**src/hw/rtl/slh_pkg.sv**
```systemverilog
`timescale 1ns / 1ps
`default_nettype none
package slh_pkg;

  // Default sizing
  localparam int BIN_COUNT_DEF   = 1024;
  localparam int COUNT_WIDTH_DEF = 32;

  // Fixed field widths
  localparam int VAL_W     = 11;
  localparam int BOUND_W   = 10;
  localparam int REQ_W     = 2;
  localparam int STAT_W    = 2;
  localparam int OUT_CNT_W = 32;
  localparam int CFG_IDX_W = 1;

  // Request codes
  localparam logic [REQ_W-1:0] REQ_COUNT = 2'd0;
  localparam logic [REQ_W-1:0] REQ_READ  = 2'd1;
  localparam logic [REQ_W-1:0] REQ_CLEAR = 2'd2;
  localparam logic [REQ_W-1:0] REQ_NOP   = 2'd3;

  // Status codes
  localparam logic [STAT_W-1:0] ST_OK    = 2'd0;
  localparam logic [STAT_W-1:0] ST_RANGE = 2'd1;
  localparam logic [STAT_W-1:0] ST_SAT   = 2'd2;

  // Register indexes
  localparam logic [CFG_IDX_W-1:0] CFG_MAX_POS = 1'd0;
  localparam logic [CFG_IDX_W-1:0] CFG_MAX_NEG = 1'd1;

  localparam logic [BOUND_W-1:0] MAX_POS_RST = 10'd1023;
  localparam logic [BOUND_W-1:0] MAX_NEG_RST = 10'd0;

  typedef struct packed {
    logic             hit;  // inside configured bound (bin count checked elsewhere)
    logic             neg;  // negative bank
    logic [VAL_W-1:0] mag;  // magnitude
  } loc_t;

  function automatic loc_t locate(logic signed [VAL_W-1:0] v,
                                  logic [BOUND_W-1:0] max_pos,
                                  logic [BOUND_W-1:0] max_neg);
    loc_t r;
    r.neg = v[VAL_W-1];
    r.mag = v[VAL_W-1] ? VAL_W'(-v) : VAL_W'(v);
    r.hit = v[VAL_W-1] ? (r.mag <= {1'b0, max_neg}) : (r.mag <= {1'b0, max_pos});
    return r;
  endfunction

endpackage
`default_nettype wire

```
**src/hw/rtl/slh_clear.sv**
```systemverilog
`timescale 1ns / 1ps
`default_nettype none
// Clear sweep: one entry per cycle through both banks, runs from reset and again on start.
module slh_clear #(
  parameter int DEPTH = slh_pkg::BIN_COUNT_DEF,
  parameter int AW    = $clog2(DEPTH)
) (
  input  wire logic          clk,
  input  wire logic          rst_n,
  input  wire logic          start,
  output logic               busy,
  output logic [AW-1:0]      idx
);

  localparam logic [AW-1:0] LAST = AW'(DEPTH - 1);

  logic          busy_r;
  logic [AW-1:0] idx_r;

  always_ff @(posedge clk) begin
    if (!rst_n) begin
      busy_r <= 1'b1;
      idx_r  <= '0;
    end else if (start) begin
      busy_r <= 1'b1;
      idx_r  <= '0;
    end else if (busy_r) begin
      if (idx_r == LAST) begin
        busy_r <= 1'b0;
      end else begin
        idx_r <= idx_r + AW'(1);
      end
    end
  end

  assign busy = busy_r;
  assign idx  = idx_r;

endmodule
`default_nettype wire

```
**config.mk**
```make
export PLATFORM = sky130hd
export DESIGN_NAME = slh_clear
export DESIGN_NICKNAME = d
export VERILOG_FILES = /design/src/hw/rtl/slh_pkg.sv /design/src/hw/rtl/slh_clear.sv
export SDC_FILE = /design/constraint.sdc
export NUM_CORES = 1
export LEC_CHECK = 0
export BUFFER_PORTS_ARGS = -buffer_cell sky130_fd_sc_hd__buf_2
export CAP_MARGIN = 20
export CORE_AREA = 3 3 40 42
export CTS_BUF_LIST = sky130_fd_sc_hd__clkbuf_2 sky130_fd_sc_hd__clkbuf_4 sky130_fd_sc_hd__clkbuf_8
export DETAILED_ROUTE_END_ITERATION = 8
export DIE_AREA = 0 0 43 45
export GPL_TIMING_DRIVEN = 0
export SLEW_MARGIN = 5
export SYNTH_ARGS = -nofsm -noshare
export SYNTH_HDL_FRONTEND = slang
export SYNTH_SLANG_ARGS = --single-unit
```
**constraint.sdc**
```tcl
create_clock -name clk -period 1.5 [get_ports clk]
set_input_delay 0.075 -clock clk [delete_from_list [all_inputs] [get_ports clk]]
set_output_delay 0.075 -clock clk [all_outputs]
set_load 0.005 [all_outputs]
```
* Word-level counts from Yosys, hierarchy flattened
Index checks and enable logic that the tools add are counted.
** Word-level totals
- Input bits :: 3
- Output and inout port bits :: 11
- Flip-flop bits (word level) :: 11
- Word-level logic and storage cells :: 10
** Operators by class
- Reduce and logical (&&, ||, !) cells :: 2
- Add/sub/neg operators :: 1
- Bitwise logic cells :: 2
- Multiplexer cells :: 2
- Equal/unequal tests :: 1
** Operator list (number)
- adder 10 x 1 -> 10 bit (second input constant) :: 1
- equality test 10 bit (second input constant) :: 1
- two-way mux 1 bit :: 2
- inverter 1 bit :: 2
- AND reduction 2 bit :: 1
- OR reduction 2 bit :: 1

* Longest topological paths before layout
Gate-level depths: netlist of run 1.
- Depth after elaboration :: 3
- Gate-level depth with buffers :: 5
- Depth with buffers taken out :: 5

* Least setup slack after synthesis of run 1
OpenSTA, ideal clock, no wires.
- Path kind :: reg2reg
- Start point :: reg idx_r[0] (netlist: idx[0])
- End point :: reg idx_r[7] (netlist: idx[7])
- Stages on the path, launching flop included :: 6
- Data required time :: 1.430 ns
- Clock period less this slack :: 1.365 ns
- Path buffers :: 0
- Arrival time :: 1.295 ns
- Setup slack :: 0.135 ns
- Setup time :: 0.070 ns
- Path through :: dfxtp_1 ha_1 nand2_1 o31ai_4 or3_1 a21oi_1
** Between the ends
- Cells in the longest elaborated chain, start to end :: 3
- Elaborated cells between the ends (all ways) :: 4
- Those cells by class :: add/sub: 1; eq/ne: 1; bitwise: 1; reduce/logical: 1
** RTL lines
- from (decl) :: line slh_clear.sv:18 : logic [AW-1:0] idx_r;
- from (signal assigned) :: line slh_clear.sv:31 : idx_r <= idx_r + AW'(1);
- branches (longest 3 deep; another with adder 10 x 1 -> 10 bit)
Several ways; the timed one is not identified.
A chain may end at the register's enable or synchronous reset.

* Worst setup path after layout of run 1
- Start point :: reg idx_r[1] (netlist: idx[1])
- End point :: reg idx_r[8] (netlist: idx[8])
The elaborated chain is that of the path after synthesis.

==> results of run 1 <==
## flip-flops by register name, summed over array words and instances, names as in the netlist
signal / cells
idx: 10
busy: 1
## tightest hold or removal path, stage by stage
cell	delay (ns)
buf_2	0.08
nor2b_1	0.06
nand2_1	0.05
## cells by family after synthesis
group                      count (synthesis)  synth area share [%]
xor gates and xnor gates                   2                 3.182
and+or+nand+nor                           30                 32.05
AOI/OAI and AO/OA                         13                 19.32
DFF                                       11                 40.00
adders and majority gates                  1                 2.272
muxes                                      1                 1.818
buffers and inverters                      2                 1.362
## through the flow
step | hold WS (ns) | setup WS [ns] | cells | power (mW) | instance area [sq um]
after floorplan | 0.1892 | 0.1349 | 60 | 0.3134 | 550.5
after global placement | 0.2907 | 0.07635 | 88 | 0.3211 | 634.4
after detailed placement | 0.3036 | 0.06448 | 88 | 0.3217 | 634.4
after CTS | 0.02875 | 0.05276 | 92 | 0.5414 | 664.4
after global routing | 0.02626 | 0.005930 | 92 | 0.5608 | 670.6
final | 0.03052 | 0.1284 | 92 | 0.5335 | 670.6
## worst max-delay path by stage
stage | slack (ns) | end | cells past startpoint | from
after CTS | 0.05 | idx[7]$_SDFFE_PP0P_ | 5 | idx[0]$_SDFFE_PP0P_
after floorplan | 0.13 | idx[7]$_SDFFE_PP0P_ | 5 | idx[0]$_SDFFE_PP0P_
after detailed placement | 0.06 | idx[7]$_SDFFE_PP0P_ | 5 | idx[0]$_SDFFE_PP0P_
final | 0.13 | idx[8]$_SDFFE_PP0P_ | 5 | idx[1]$_SDFFE_PP0P_
after global routing | 0.006 | idx[8]$_SDFFE_PP0P_ | 5 | idx[1]$_SDFFE_PP0P_
after global placement | 0.08 | idx[7]$_SDFFE_PP0P_ | 5 | idx[0]$_SDFFE_PP0P_
## placed cells by master, fill, tap and decap left out
cell type	Yosys	final
buf_2	0	13
dfxtp_1	11	10
nor2_1	9	9
nand2_1	6	5
a21oi_1	4	4
clkbuf_4	0	4
o21ai_0	3	3
or3_1	3	3
nand4_1	2	2
o31ai_4	2	2
xor2_1	2	2
nand3_1	2	2
nor3_1	2	2
a211oi_1	2	2
nand3_4	1	1
nand4_2	1	1
nand2b_1	1	1
buf_1	1	1
nand2_2	0	1
and4_4	1	1
nor2b_1	1	1
inv_1	1	1
nor4b_2	1	1
mux2i_1	1	1
o21ai_1	1	1
a311oi_1	1	1
ha_2	0	1
dfxtp_2	0	1
## where the power goes
| part | internal [mW] | switching (mW) | total (mW) |
|---|---|---|---|
| registers | 0.295 | 0.00289 | 0.298 |
| clock network | 0.121 | 0.0977 | 0.218 |
| logic | 0.00794 | 0.00959 | 0.0175 |
## layer usage
layer | vias up | global-route usage, % | share of wire (%)
met1 | 213 | 15.29 | 48
met5 | - | 0 | 0
met2 | 8 | 20.36 | 46
met3 | 2 | 3.586 | 4.2
met4 | 0 | 5.422 | 1.2
li1 | 253 | - | -
## cells in the mapped netlist (2+ instances only)
cell      number  area share, %
nor2_1         9            6.1
nand4_1        2            2.3
o21ai_0        3            2.7
nor3_1         2            1.8
nand2_1        6            4.1
or3_1          3            3.4
nand3_1        2            1.8
a211oi_1       2            2.7
o31ai_4        2            7.7
dfxtp_1       11             40
a21oi_1        4            3.6
xor2_1         2            3.2
## cell type report
cell class / instances / area (sq um)
Timing Repair Buffer: 13 / 65.06
Multi-Input combinational cell: 47 / 327.8
Fill cell: 128 / 614.3
Clock buffer: 4 / 30.03
Tap cell: 15 / 18.77
Inverter: 1 / 3.754
Sequential cell: 11 / 221.5
Buffer: 1 / 3.754
## repair_timing
item / in CTS / in global routing
resized for setup: 0 / 3
endpoints found under the setup margin: 0 / 5
endpoints found under the hold margin: 0 / 0
buffers inserted: 0 / 0
==> results_dict.tcl, run 1 <==
set metrics [dict create \
    status "complete, no violations" \
    cts_hold_buf 0 \
    drt_pass1_iterations 4 \
    p_leak_nw 0.2453 \
    setup_viol 0 \
    synth_cell_type_count 24 \
    wl_per_cell_microns 11.52 \
    p_per_area_nw_per_um2 795.4 \
    gp_congestion 0.6942 \
    drc 0 \
    grt_max_degree 10 \
    path_delay_family "simple AND/OR/NAND/NOR gates" \
    nets 82 \
    critPathMaxStageDelay_ns 0.38 \
    whs_endpoint "busy$_SDFF_PP1_" \
    dp_hpwl_microns 816.9 \
    r2r_start "idx[1]$_SDFFE_PP0P_" \
    viasPerCell 5.174 \
    clk_latency_ns 0.26 \
    cap_violations 0 \
    syn_inst 60 \
    postLayoutCoreUtil_pct 52.19 \
    cp_slowest_cell "dfxtp_1" \
    antenna_found_initial 0 \
    hp-class "input port to flip-flop" \
    die_area_sq_um 1935 \
    r2r_slack_ns 0.13 \
    core_area_sq_um 1285 \
    drive_above_1_share_pct 33.77 \
    finalHoldViolations 0 \
    cts_root_buf "clkbuf_4" \
    worst_pin_slew_ns 0.4347 \
    vdd_drop_max_mv 0.4100 \
    endpoint_kind "flip-flop" \
    cts_max_level 1 \
    start_util_pct 42.84 \
    max-slew-margin-rel_pct 71.02 \
    fp.dieH_microns 45 \
    critical_path_arrival_ns 1.55 \
    syn_area_sq_um 550.5 \
    setup_tns_ns 0 \
    async_flop_share_pct 0 \
    fmax_ghz 0.7291 \
    synth-seq-cells 11 \
    vias 476 \
    synth_edf_count 0 \
    cts_tree "built" \
    rsz0062_at_grt "false" \
    die_w_microns 43 \
    overflow 0 \
    path_clk_slew_ns 0.07 \
    fin_skew_ns 0.001511 \
    diodes 0 \
    io_pins 14 \
    reg2reg_to "idx[8]$_SDFFE_PP0P_" \
    clockBufferDepth 2 \
    antenna_left 0 \
    critPathRequiredTime_ns 1.68 \
    worst-path-buf-inv 0 \
    drt-initial-drc-count 6 \
    routed_wirelength_microns 1060 \
    grt_pass1_vias 440 \
    seq_area_frac_synth_pct 40.00 \
    synth.avg_cell_area_sq_um 9.175 \
    min_from "start" \
    rows 13 \
    grt_pass1_wl_microns 1835 \
    fin_crit_ns 1.372 \
    crit_chain "ha_2 > nand3_1 > nor3_1 > nor2_1 > a211oi_1" \
    synth.net_count 64 \
    maxSlewViolCount 0 \
    cts_buffers 3 \
    ys.flop_type "dfxtp_1" \
    start_kind "flip-flop" \
    port_buffers 13 \
    synth_warnings 0 \
    synthToLayoutAreaGrowth_pct 21.82 \
    critical_path_class "flip-flop to flip-flop" \
    clock-sinks 11 \
    crit_path_max_fanout 4 \
    grtUsageTotal_pct 12.44 \
    ff2ff_path_depth 5 \
    period_share_pct 91.44 \
    hold_depth 3 \
]
Note: power is estimated with default switching activity, not from simulation.
==> run 2, diff against run 1 <==
- CORE_AREA: 3 3 40 42 -> not set
- CORE_MARGIN: not set -> 3
- CORE_UTILIZATION: not set -> 40
- DIE_AREA: 0 0 43 45 -> not set
==> results_dict.tcl, run 2 (same netlist as run 1, synthesis figures left out) <==
set metrics [dict create \
    status "complete, no violations" \
    final_common_cell "buf_2" \
    period_share_pct 91.61 \
    drive_above_1_share_pct 36.36 \
    fmax_ghz 0.7277 \
    met1_usage_pct 15.54 \
    clock-sinks 11 \
    p_per_area_nw_per_um2 784.3 \
    cts_hold_buf 0 \
    postPlaceCellArea_sq_um 633.1 \
    antenna_found_initial 0 \
    path_delay_family "flip-flops" \
    p_leak_nw 0.2459 \
    r2r_slack_ns 0.13 \
    vias 481 \
    viasPerCell 5.286 \
    grtUsageTotal_pct 12.82 \
    diodes 0 \
    final_cell_mix "13 x buf_2, 9 x nor2_1, 9 x dfxtp_1, 5 x nand2_1" \
    hp-class "input port to flip-flop" \
    io_pins 14 \
    vdd_drop_max_mv 0.7338 \
    maxSlewViolCount 0 \
    worst-path-buf-inv 0 \
    met3_usage_pct 7.627 \
    overflow 0 \
    core_area_sq_um 1201 \
    crit_chain "ha_2 > nand2_2 > o31ai_4 > xor2_1 > nor2_1" \
    synthToLayoutAreaGrowth_pct 22.73 \
    drc 0 \
    nets 82 \
    grt_use_met2_pct 18.88 \
    rows 12 \
    clockBufferDepth 2 \
    total_power_mw 0.5299 \
    drt-initial-drc-count 8 \
    setup_viol 0 \
    cts_buffers 3 \
    post-cts-setup-buffers 0 \
    ff2ff_path_depth 5 \
    design_area_sq_um 675.6 \
    cts_root_buf "clkbuf_4" \
    antenna_left 0 \
    start_util_pct 45.83 \
    reg2reg_to "idx[3]$_SDFFE_PP0P_" \
    critPathMaxStageDelay_ns 0.38 \
    path_clk_slew_ns 0.07 \
    setup_tns_ns 0 \
    drt_pass1_iterations 3 \
    crit_end "idx[3]$_SDFFE_PP0P_" \
    grt.busiest_layer "met2" \
    finalHoldViolations 0 \
    r2r_start "idx[1]$_SDFFE_PP0P_" \
    gp_congestion 0.6997 \
    cts_max_level 1 \
    grt_pass1_wl_microns 1752 \
    clk_latency_ns 0.26 \
    worst_pin_slew_ns 0.4260 \
    critical_path_arrival_ns 1.51 \
    wl_per_cell_microns 11.82 \
    endpoint_kind "flip-flop" \
    fp.dieH_microns 43.10 \
    cp_slowest_cell "dfxtp_1" \
    fin_crit_ns 1.374 \
    dp_hpwl_microns 816.6 \
    fin_skew_ns 0.001964 \
    max-slew-margin-rel_pct 71.60 \
    rsz0062_at_grt "false" \
    cap_violations 0 \
    crit_path_max_fanout 5 \
    timing.hold.ws_ns 0.02966 \
    port_buffers 13 \
    cp.depth 5 \
    critPathRequiredTime_ns 1.64 \
    die_w_microns 43.10 \
    cts_tree "built" \
    start_kind "flip-flop" \
    routed_wirelength_microns 1076 \
    critical_path_class "flip-flop to flip-flop" \
    largest_reg_flops 10 \
    die_area_sq_um 1858 \
    crit_path_start "idx[1]$_SDFFE_PP0P_" \
    grt_pass1_vias 391 \
    grt_max_degree 10 \
]
## run 2: final cells by class
cell class | count | area (sq um)
inverter | 1 | 3.754
sequential | 11 | 222.7
timing repair buffer | 13 | 65.06
buffer | 1 | 3.754
fill | 124 | 525.5
tap | 14 | 17.52
clock buffer | 4 | 30.03
multi-input combinational | 47 | 332.8
## run 2: worst min-delay path by stage
stage | from | to | slack (ns) | cells after the start
after global routing | start | busy$_SDFF_PP1_ | 0.03 | 3
after detailed placement | start | busy$_SDFF_PP1_ | 0.30 | 3
after CTS | start | busy$_SDFF_PP1_ | 0.02 | 3
final | start | busy$_SDFF_PP1_ | 0.03 | 3
after global placement | start | busy$_SDFF_PP1_ | 0.29 | 3
after floorplan | start | busy$_SDFF_PP1_ | 0.19 | 2
## run 2: worst min-delay path, cell delays in order
cell,delay [ns]
buf_2,0.08
nor2b_1,0.06
nand2_1,0.05
## run 2: power breakdown
part	total (mW)	switching, mW	internal [mW]
Clock	0.215	0.0939	0.121
Combinational	0.0173	0.00931	0.00800
Sequential	0.298	0.00290	0.295
## run 2: stage by stage
stage               std cells  setup WS (ns)  utilization, %
finish                     91         0.1258           56.25
floorplan                  60         0.1349               -
global route               91       0.002843           56.25
CTS                        91        0.04145           55.21
detailed placement         87        0.05865           52.71
global placement           87        0.06586           52.71
## run 2: what timing repair did
action,CTS,global route
endpoints found under the hold margin,0,0
endpoints found under the setup margin,0,5
gates resized for setup,0,5
## run 2: routing by layer
layer,wire [microns],up-vias
li1,-,252
met5,0,-
met4,9,0
met2,506,12
met3,68,2
met1,492,215
